==> config.mk <==
export PLATFORM = sky130hd
export DESIGN_NAME = instruction_argument_decoder_flat
export DESIGN_NICKNAME = d
export VERILOG_FILES = /design/src/rtl/iad_pkg.sv /design/src/rtl/iad_if.sv /design/src/rtl/instruction_argument_decoder.sv /design/src/flat_wrapper.sv
export VERILOG_INCLUDE_DIRS = /design/src /design/src/rtl
export SDC_FILE = /design/constraint.sdc
export NUM_CORES = 1
export LEC_CHECK = 0
export ABC_CLOCK_PERIOD_IN_PS = 14100
export BUFFER_PORTS_ARGS = -buffer_cell sky130_fd_sc_hd__buf_2
export CORE_MARGIN = 5
export CORE_UTILIZATION = 46
export DETAILED_ROUTE_END_ITERATION = 8
export PLACE_DENSITY = 0.69
export SLEW_MARGIN = 20
export SYNTH_ARGS = -nofsm -noshare
export SYNTH_HDL_FRONTEND = slang
export SYNTH_SLANG_ARGS = --single-unit
==> constraint.sdc <==
create_clock -name clk -period 14.1 [get_ports clk]
set_input_delay 0.705 -clock clk [delete_from_list [all_inputs] [get_ports clk]]
set_output_delay 0.705 -clock clk [all_outputs]
set_load 0.01 [all_outputs]
==> src/rtl/instruction_argument_decoder_assert.svh <==
// ----------------------------------------------------------------------------
// Assertion macros for the instruction argument decoder
// ----------------------------------------------------------------------------
`ifndef INSTRUCTION_ARGUMENT_DECODER_ASSERT_SVH
`define INSTRUCTION_ARGUMENT_DECODER_ASSERT_SVH

// Same-cycle implication, checked at every rising edge outside reset
`define IAD_ASSERT_NOW(label, clk, rst_n, ante, cons, msg) \
    label: assert property (@(posedge clk) disable iff (!rst_n) (ante) |-> (cons)) \
        else $error(msg);

// Next-cycle implication
`define IAD_ASSERT_NEXT(label, clk, rst_n, ante, cons, msg) \
    label: assert property (@(posedge clk) disable iff (!rst_n) (ante) |=> (cons)) \
        else $error(msg);

`endif

==> src/rtl/iad_pkg.sv <==
// ----------------------------------------------------------------------------
// iad_pkg
// Shared types and constants of the instruction argument decoder.
// ----------------------------------------------------------------------------
package iad_pkg;

    localparam int OPCODE_W    = 5;
    localparam int WIN_HIGH_W  = 56;
    localparam int WIN_LOW_W   = 48;
    localparam int VALUE_W     = 32;
    localparam int LENGTH_W    = 4;
    localparam int CFG_DATA_W  = 32;
    localparam int CFG_INDEX_W = 2;

    typedef logic [1:0] arg_kind_t;

    localparam arg_kind_t KIND_NONE = 2'd0;
    localparam arg_kind_t KIND_REG  = 2'd1;
    localparam arg_kind_t KIND_DIR  = 2'd2;
    localparam arg_kind_t KIND_IND  = 2'd3;

    // Argument codes in the coding byte
    localparam logic [1:0] CODE_REG = 2'd1;
    localparam logic [1:0] CODE_DIR = 2'd2;
    localparam logic [1:0] CODE_IND = 2'd3;

    // Configuration register indexes
    localparam logic [CFG_INDEX_W-1:0] CFG_HAS_CODING_BYTE = 2'd0;
    localparam logic [CFG_INDEX_W-1:0] CFG_SHORT_DIRECT    = 2'd1;
    localparam logic [CFG_INDEX_W-1:0] CFG_ARG_COUNT       = 2'd2;

    localparam logic [15:0] HAS_CODING_BYTE_RESET = 16'hB6FE;
    localparam logic [15:0] SHORT_DIRECT_RESET    = 16'h6F00;
    localparam logic [31:0] ARG_COUNT_RESET       = 32'd1585315817;

endpackage

==> src/rtl/iad_if.sv <==
// ----------------------------------------------------------------------------
// iad_req_if / iad_res_if
// Valid/ready channels carrying decode requests and decoded instructions.
// ----------------------------------------------------------------------------
interface iad_req_if;
    import iad_pkg::*;

    logic                  valid;
    logic                  ready;
    logic [OPCODE_W-1:0]   opcode;
    logic [WIN_HIGH_W-1:0] window_high;
    logic [WIN_LOW_W-1:0]  window_low;

    modport source (output valid, output opcode, output window_high, output window_low,
                    input ready);
    modport sink   (input valid, input opcode, input window_high, input window_low,
                    output ready);
endinterface

interface iad_res_if;
    import iad_pkg::*;

    logic               valid;
    logic               ready;
    logic [LENGTH_W-1:0] total_length;
    arg_kind_t          first_kind;
    logic [VALUE_W-1:0] first_value;
    arg_kind_t          second_kind;
    logic [VALUE_W-1:0] second_value;
    arg_kind_t          third_kind;
    logic [VALUE_W-1:0] third_value;

    modport source (output valid, output total_length,
                    output first_kind, output first_value,
                    output second_kind, output second_value,
                    output third_kind, output third_value,
                    input ready);
    modport sink   (input valid, input total_length,
                    input first_kind, input first_value,
                    input second_kind, input second_value,
                    input third_kind, input third_value,
                    output ready);
endinterface

==> src/rtl/instruction_argument_decoder.sv <==
// ----------------------------------------------------------------------------
// instruction_argument_decoder
// Decodes the argument kinds, values and byte length of one instruction.
// A request (item) carries the opcode and the 13 bytes after it; a result
// (result) gives total length plus kind and value of three arguments.
// A request passes an input register, the decode logic, then the result
// register. One request is taken every cycle while results are taken.
// The result register holds while the receiver stalls. The input register
// takes a request whenever it is empty or its contents move on, so one more
// request is accepted while a finished result waits, then item.ready drops.
// Reset empties both stages and loads the default opcode tables into the
// configuration registers; cfg_we writes one of them per cycle. The user must
// write them only when idle; the block itself does not enforce this.
// ----------------------------------------------------------------------------
module instruction_argument_decoder #(
    parameter int INDIRECT_BYTES = 2,
    parameter int DIRECT_BYTES   = 4
) (
    input  logic                                 clk,
    input  logic                                 rst_n,
    input  logic                                 cfg_we,
    input  logic [iad_pkg::CFG_INDEX_W-1:0]      cfg_index,
    input  logic [iad_pkg::CFG_DATA_W-1:0]       cfg_data,
    iad_req_if.sink                              item,
    iad_res_if.source                            result
);
    import iad_pkg::*;

    `include "instruction_argument_decoder_assert.svh"

    localparam logic [2:0] IND_BYTES = 3'(INDIRECT_BYTES);
    localparam logic [2:0] DIR_BYTES = 3'(DIRECT_BYTES);
    localparam int         WIN_W     = WIN_HIGH_W + WIN_LOW_W + VALUE_W;

    // Configuration
    logic [15:0] has_cb_mask_reg;
    logic [15:0] short_dir_mask_reg;
    logic [31:0] arg_count_reg;

    // Input stage
    logic                  s1_valid_reg;
    logic [OPCODE_W-1:0]   s1_opcode_reg;
    logic [WIN_HIGH_W-1:0] s1_win_high_reg;
    logic [WIN_LOW_W-1:0]  s1_win_low_reg;

    // Result stage
    logic                res_valid_reg;
    logic [LENGTH_W-1:0] res_length_reg;
    arg_kind_t           res_kind_reg  [3];
    logic [VALUE_W-1:0]  res_value_reg [3];

    logic                res_valid_next;
    logic                s1_valid_next;
    logic                s2_take;
    logic                item_accept;
    logic                s1_move;

    // Decode signals
    logic                op_valid;
    logic [3:0]          op_idx;
    logic                has_cb;
    logic                short_dir;
    logic [1:0]          count_raw;
    logic [1:0]          count_eff;
    logic [2:0]          dir_len;
    logic [7:0]          coding_byte;
    logic [1:0]          code      [3];
    arg_kind_t           kind_w    [3];
    logic [2:0]          size_w    [3];
    logic [3:0]          pos_w     [3];
    logic [VALUE_W-1:0]  value_w   [3];
    logic [LENGTH_W-1:0] length_w;
    logic [WIN_W-1:0]    window;

    function automatic logic [VALUE_W-1:0] read_value(
        input logic [WIN_W-1:0] win,
        input logic [3:0]       start,
        input logic [2:0]       size
    );
        logic [WIN_W-1:0]   shifted;
        logic [VALUE_W-1:0] chunk;
        logic [2:0]         drop;
        begin
            // byte one sits at the top of the window
            shifted = win << {start - 4'd1, 3'b000};
            chunk   = shifted[WIN_W-1 -: VALUE_W];
            drop    = 3'd4 - size;
            return chunk >> {drop, 3'b000};
        end
    endfunction

    // ------------------------------------------------------------------
    // Handshake
    // ------------------------------------------------------------------
    assign s2_take     = !res_valid_reg || result.ready;
    assign item.ready  = !s1_valid_reg || s2_take;
    assign item_accept = item.valid && item.ready;
    assign s1_move     = s1_valid_reg && s2_take;

    always_comb
    begin
        s1_valid_next = s1_valid_reg;
        if (item_accept)
        begin
            s1_valid_next = 1'b1;
        end
        else if (s1_move)
        begin
            s1_valid_next = 1'b0;
        end
    end

    always_comb
    begin
        res_valid_next = res_valid_reg;
        if (s2_take)
        begin
            res_valid_next = s1_valid_reg;
        end
    end

    // ------------------------------------------------------------------
    // Configuration registers
    // ------------------------------------------------------------------
    always_ff @(posedge clk or negedge rst_n)
    begin
        if (!rst_n)
        begin
            has_cb_mask_reg    <= HAS_CODING_BYTE_RESET;
            short_dir_mask_reg <= SHORT_DIRECT_RESET;
            arg_count_reg      <= ARG_COUNT_RESET;
        end
        else if (cfg_we)
        begin
            case (cfg_index)
                CFG_HAS_CODING_BYTE: has_cb_mask_reg    <= cfg_data[15:0];
                CFG_SHORT_DIRECT:    short_dir_mask_reg <= cfg_data[15:0];
                CFG_ARG_COUNT:       arg_count_reg      <= cfg_data;
                default:             ;
            endcase
        end
    end

    // ------------------------------------------------------------------
    // Decode
    // ------------------------------------------------------------------
    assign window      = {s1_win_high_reg, s1_win_low_reg, {VALUE_W{1'b0}}};
    assign op_valid    = (s1_opcode_reg != '0) && (s1_opcode_reg <= 5'd16);
    assign op_idx      = 4'(s1_opcode_reg - 5'd1);
    assign has_cb      = has_cb_mask_reg[op_idx];
    assign short_dir   = short_dir_mask_reg[op_idx];
    assign count_raw   = arg_count_reg[{op_idx, 1'b0} +: 2];
    assign count_eff   = (count_raw == 2'd0) ? 2'd1 : count_raw;
    assign dir_len     = short_dir ? IND_BYTES : DIR_BYTES;
    assign coding_byte = s1_win_high_reg[WIN_HIGH_W-1 -: 8];

    always_comb
    begin
        for (int i = 0; i < 3; i++)
        begin
            code[i]   = coding_byte[7 - 2*i -: 2];
            kind_w[i] = KIND_NONE;
            size_w[i] = 3'd0;
            if (!op_valid)
            begin
                kind_w[i] = KIND_NONE;
            end
            else if (!has_cb)
            begin
                if (i == 0)
                begin
                    kind_w[i] = KIND_DIR;
                    size_w[i] = dir_len;
                end
            end
            else if (2'(i) < count_eff)
            begin
                case (code[i])
                    CODE_REG:
                    begin
                        kind_w[i] = KIND_REG;
                        size_w[i] = 3'd1;
                    end
                    CODE_DIR:
                    begin
                        kind_w[i] = KIND_DIR;
                        size_w[i] = dir_len;
                    end
                    CODE_IND:
                    begin
                        kind_w[i] = KIND_IND;
                        size_w[i] = IND_BYTES;
                    end
                    default:
                    begin
                        kind_w[i] = KIND_NONE;
                        size_w[i] = 3'd0;
                    end
                endcase
            end
        end

        // arguments follow the coding byte (or the opcode) back to back
        pos_w[0] = has_cb ? 4'd2 : 4'd1;
        pos_w[1] = pos_w[0] + 4'(size_w[0]);
        pos_w[2] = pos_w[1] + 4'(size_w[1]);

        for (int i = 0; i < 3; i++)
        begin
            value_w[i] = read_value(window, pos_w[i], size_w[i]);
        end

        if (op_valid)
        begin
            length_w = pos_w[2] + 4'(size_w[2]) - 4'd1;
        end
        else
        begin
            length_w = '0;
        end
    end

    // ------------------------------------------------------------------
    // Pipeline registers
    // ------------------------------------------------------------------
    always_ff @(posedge clk or negedge rst_n)
    begin
        if (!rst_n)
        begin
            s1_valid_reg  <= 1'b0;
            res_valid_reg <= 1'b0;
        end
        else
        begin
            s1_valid_reg  <= s1_valid_next;
            res_valid_reg <= res_valid_next;
        end
    end

    always_ff @(posedge clk)
    begin
        if (item_accept)
        begin
            s1_opcode_reg   <= item.opcode;
            s1_win_high_reg <= item.window_high;
            s1_win_low_reg  <= item.window_low;
        end
    end

    always_ff @(posedge clk)
    begin
        if (s1_move)
        begin
            res_length_reg <= length_w;
            for (int i = 0; i < 3; i++)
            begin
                res_kind_reg[i]  <= kind_w[i];
                res_value_reg[i] <= value_w[i];
            end
        end
    end

    assign result.valid        = res_valid_reg;
    assign result.total_length = res_length_reg;
    assign result.first_kind   = res_kind_reg[0];
    assign result.first_value  = res_value_reg[0];
    assign result.second_kind  = res_kind_reg[1];
    assign result.second_value = res_value_reg[1];
    assign result.third_kind   = res_kind_reg[2];
    assign result.third_value  = res_value_reg[2];

    // ------------------------------------------------------------------
    // Assertions
    // ------------------------------------------------------------------
    `IAD_ASSERT_NOW(a_first_none_zero, clk, rst_n,
        res_valid_reg && (res_kind_reg[0] == KIND_NONE), res_value_reg[0] == '0,
        "first argument of kind none carries a value")
    `IAD_ASSERT_NOW(a_second_none_zero, clk, rst_n,
        res_valid_reg && (res_kind_reg[1] == KIND_NONE), res_value_reg[1] == '0,
        "second argument of kind none carries a value")
    `IAD_ASSERT_NOW(a_third_none_zero, clk, rst_n,
        res_valid_reg && (res_kind_reg[2] == KIND_NONE), res_value_reg[2] == '0,
        "third argument of kind none carries a value")
    `IAD_ASSERT_NOW(a_length_bound, clk, rst_n,
        res_valid_reg, res_length_reg <= 4'd13,
        "instruction length beyond the byte window")
    `IAD_ASSERT_NEXT(a_stage_moves, clk, rst_n,
        s1_move, res_valid_reg,
        "decoded request lost between input and result registers")

endmodule

==> src/flat_wrapper.sv <==
// flat-port wrapper written by rule: the top's interface ports become plain ports
module instruction_argument_decoder_flat import iad_pkg::*;
#(
    parameter int INDIRECT_BYTES = 2,
    parameter int DIRECT_BYTES   = 4
)
  (clk, rst_n, cfg_we, cfg_index, cfg_data, item_valid, item_opcode, item_window_high, item_window_low, item_ready, result_valid, result_total_length, result_first_kind, result_first_value, result_second_kind, result_second_value, result_third_kind, result_third_value, result_ready);
  iad_req_if item_i ();
  iad_res_if result_i ();
  input  logic clk;
  input  logic rst_n;
  input  logic cfg_we;
  input  logic [iad_pkg::CFG_INDEX_W-1:0] cfg_index;
  input  logic [iad_pkg::CFG_DATA_W-1:0] cfg_data;
  input wire logic [$bits(item_i.valid)-1:0] item_valid;
  input wire logic [$bits(item_i.opcode)-1:0] item_opcode;
  input wire logic [$bits(item_i.window_high)-1:0] item_window_high;
  input wire logic [$bits(item_i.window_low)-1:0] item_window_low;
  output wire logic [$bits(item_i.ready)-1:0] item_ready;
  output wire logic [$bits(result_i.valid)-1:0] result_valid;
  output wire logic [$bits(result_i.total_length)-1:0] result_total_length;
  output wire logic [$bits(result_i.first_kind)-1:0] result_first_kind;
  output wire logic [$bits(result_i.first_value)-1:0] result_first_value;
  output wire logic [$bits(result_i.second_kind)-1:0] result_second_kind;
  output wire logic [$bits(result_i.second_value)-1:0] result_second_value;
  output wire logic [$bits(result_i.third_kind)-1:0] result_third_kind;
  output wire logic [$bits(result_i.third_value)-1:0] result_third_value;
  input wire logic [$bits(result_i.ready)-1:0] result_ready;
  assign item_i.valid = item_valid;
  assign item_i.opcode = item_opcode;
  assign item_i.window_high = item_window_high;
  assign item_i.window_low = item_window_low;
  assign item_ready = item_i.ready;
  assign result_valid = result_i.valid;
  assign result_total_length = result_i.total_length;
  assign result_first_kind = result_i.first_kind;
  assign result_first_value = result_i.first_value;
  assign result_second_kind = result_i.second_kind;
  assign result_second_value = result_i.second_value;
  assign result_third_kind = result_i.third_kind;
  assign result_third_value = result_i.third_value;
  assign result_i.ready = result_ready;
  instruction_argument_decoder #(.INDIRECT_BYTES(INDIRECT_BYTES), .DIRECT_BYTES(DIRECT_BYTES)) u_core (.clk(clk), .rst_n(rst_n), .cfg_we(cfg_we), .cfg_index(cfg_index), .cfg_data(cfg_data), .item(item_i), .result(result_i));
endmodule
==> flow_metrics.py <==
metrics = {
    "run_status": {
        "status": "finished clean",
    },
    "routing": {
        "drt_wl_total_um": 58900,
        "vias": 14300,
        "ant_nets": 0,
        "drc_errors": 0,
        "drt_pre_antenna_iters": 5,
        "avgRoutedWirePerCell_um": 25.0,
        "vias_per_cell": 6.09,
        "first_iter_violations": 1663,
    },
    "yosys": {
        "mappedNetlistArea_um2": 17900,
        "syn_inst": 1635,
        "async_flop_share_pct": 23.5,
        "syn_nets": 1801,
        "yosysSeqAreaShare_pct": 45.5,
        "yosys_warnings": 0,
        "synth_edf_count": 215,
        "ys.flop_type": "edfxtp_1",
        "yosysUniqueCellTypes": 72,
        "synth-seq-cells": 281,
        "synth.avg_cell_area_um2": 11.0,
    },
    "timing": {
        "fin_tns_setup_ns": 0,
        "holdWs_ns": 0.286,
        "timing.slew.headroom_pct": 24.8,
        "finClkSkew_ns": 0.0255,
        "tightest_slew_ns": 1.13,
        "fmax_mhz": 115,
        "period_minus_slack_ns": 8.72,
        "hold_viol": 0,
        "rsz0062_at_grt": "no",
        "fin_crit_sh_pct": 61.9,
        "setup_violations": 0,
        "drv_slew": 0,
    },
    "global_route": {
        "antenna_found_initial": 0,
        "grt_pass1_vias": 13700,
        "overflow": 0,
        "track_usage_pct": 26.1,
        "grt_max_degree": 88,
        "grt_pass1_wl_um": 87800,
    },
    "finish": {
        "diodes": 0,
        "syn_to_final_growth_pct": 13.9,
        "nets": 1979,
        "layout-drive-gt1-share_pct": 30.2,
        "final_cell_mix": "buf_2 (255), mux2i_1 (215), edfxtp_1 (215)",
        "mostFrequentLayoutCell": "buf_2",
        "largest_reg_flops": 96,
    },
    "clocking": {
        "cts_hold_buffers": 0,
        "worstSkewPairLatency_ns": 0.58,
        "root_buffer": "clkbuf_16",
        "cts_num_sinks": 281,
        "path_clk_slew_ns": 0.06,
        "htree_levels": 1,
        "cts_setup_buffers": 0,
        "clockBufferDepth": 3,
        "cts-resized-gates": 0,
        "cts_tree": "done",
        "cts_inserted_buffers": 29,
    },
    "place": {
        "hpwl_um": 43200,
        "gp_congestion": 0.967,
        "io_buffer_count": 255,
    },
    "floorplanning": {
        "ios": 256,
        "die_x_um": 207,
        "rows": 72,
        "start_util_pct": 46.4,
        "die-area_um2": 43100,
        "coreArea_um2": 38600,
        "die_h_um": 207,
    },
    "worst_setup_path": {
        "path_max_fanout": 87,
        "worstSetupStartpointType": "flip-flop",
        "arrival_ns": 9.02,
        "worstSetupPathType": "reg -> reg",
        "endpoint_kind": "flip-flop",
        "critPathRequiredTime_ns": 14.39,
    },
    "power_and_ir_drop": {
        "p_leak_nw": 8.35,
        "vdd.ir_drop.worst_uv": 172,
        "power_density_nw_per_um2": 248,
    },
    "worst_hold_path": {
        "hold_class": "in -> async",
    },
    "run": {
        "cap_viol_max_count": 0,
    },
}
layer usage:
layer,track usage (%),part of all wire [%],vias to the layer above
met5,0,0,-
met4,7.59,3.2,0
met3,4.08,8.5,96
met2,40.5,44,709
met1,38.3,44,7017
li1,-,-,6512
final timing paths:
path                            depth (start not counted)               startpoint                            to  slack (ns)
worst max register to register                         20  u_core.s1_opcode_reg[1]   u_core.res_value_reg[0][69]        5.38
min in group clk                                        1     item_window_high[52]    u_core.s1_win_high_reg[52]        0.29
worst max-delay path                                   20  u_core.s1_opcode_reg[1]   u_core.res_value_reg[0][69]        5.38
worst min-delay path                                    2                    rst_n      u_core.arg_count_reg[17]        0.29
worst min register to register                          1      u_core.s1_valid_reg           u_core.result.valid        0.50
max in group asynchronous                               2                    rst_n  u_core.short_dir_mask_reg[3]       13.29
report_power, final:
| part | internal, mW | switching (mW) | total [mW] |
|---|---|---|---|
| Sequential | 1.05 | 0.0951 | 1.15 |
| Clock | 0.398 | 0.319 | 0.718 |
| Combinational | 1.29 | 1.92 | 3.21 |
area by class of cell:
class	count	area, um2
fillers	3383	18200
multi-input cells	1197	9200
flip-flops and latches	281	8160
repair buffers	278	1450
clock buffers	37	756
well taps	518	648
clock inverters	17	125
inverters	26	97.6
synth_stat cells, drive strengths merged, types with 3 or more instances:
library cell	n	area, um2
edfxtp	215	6460
mux2i	215	2150
nand2	151	567
nor2	127	482
mux2	124	1400
a21oi	105	541
clkbuf	87	327
a211oi	64	531
buf	44	248
dfstp	42	1100
o21ai	42	210
nor2b	36	225
nand3	35	175
nor3	25	125
a211o	24	210
and2	24	150
dfrtp	24	601
inv	23	86.3
mux4	23	518
o22ai	18	119
nand2b	16	100
a2111oi	15	165
a221oi	15	175
ha	15	188
nand3b	11	82.6
xor2	11	123
a21o	10	75.1
nand4	10	62.6
a31oi	9	56.3
a32oi	9	78.8
o211ai	9	67.6
a22o	7	61.3
a2bb2oi	7	61.3
o221ai	7	61.3
xnor2	7	76.3
or2	4	25.0
clkinv	3	11.3
fa	3	60.1
worst max-delay path, cell delays in order (launching register included):
cell	delay, ns
edfxtp_1	0.44
inv_1	0.10
ha_1	0.88
mux4_2	0.45
mux4_2	0.75
nand3_1	0.23
or2_2	0.32
inv_1	0.15
ha_4	0.60
ha_2	0.36
buf_4	0.34
inv_2	0.12
buf_4	0.75
ha_4	0.74
buf_4	0.74
mux2_2	0.42
a21oi_1	0.13
o21ai_0	0.11
mux2i_1	0.31
a2bb2oi_1	0.21
o211ai_1	0.09
kinds of logic (layout without fill, tap and decap cells):
logic type | count (synthesis) | after routing | share of synthesized area, %
buffers and inverters | 157 | 358 | 3.74
flip-flops | 281 | 281 | 45.5
AO/OA/AOI/OAI | 348 | 348 | 13.8
multiplexers | 362 | 362 | 22.7
adder cells (fa/ha/maj) | 18 | 18 | 1.38
XOR/XNOR | 20 | 20 | 1.37
AND/OR/NAND/NOR | 449 | 449 | 11.6
stage by stage:
stage               total power [mW]  utilization [%]  area [um2]  worst slack (ns)  std cells
finish                          5.08             52.9       20400              5.38       2354
floorplan                       3.60                -       17900              7.15       1635
CTS                             5.04             52.9       20400              5.51       2354
detailed placement              4.30             50.6       19600              5.56       2300
global route                    5.40             52.9       20400              4.88       2354
global placement                4.28             50.6       19600              5.76       2300
(Power assumes the default switching activity.)
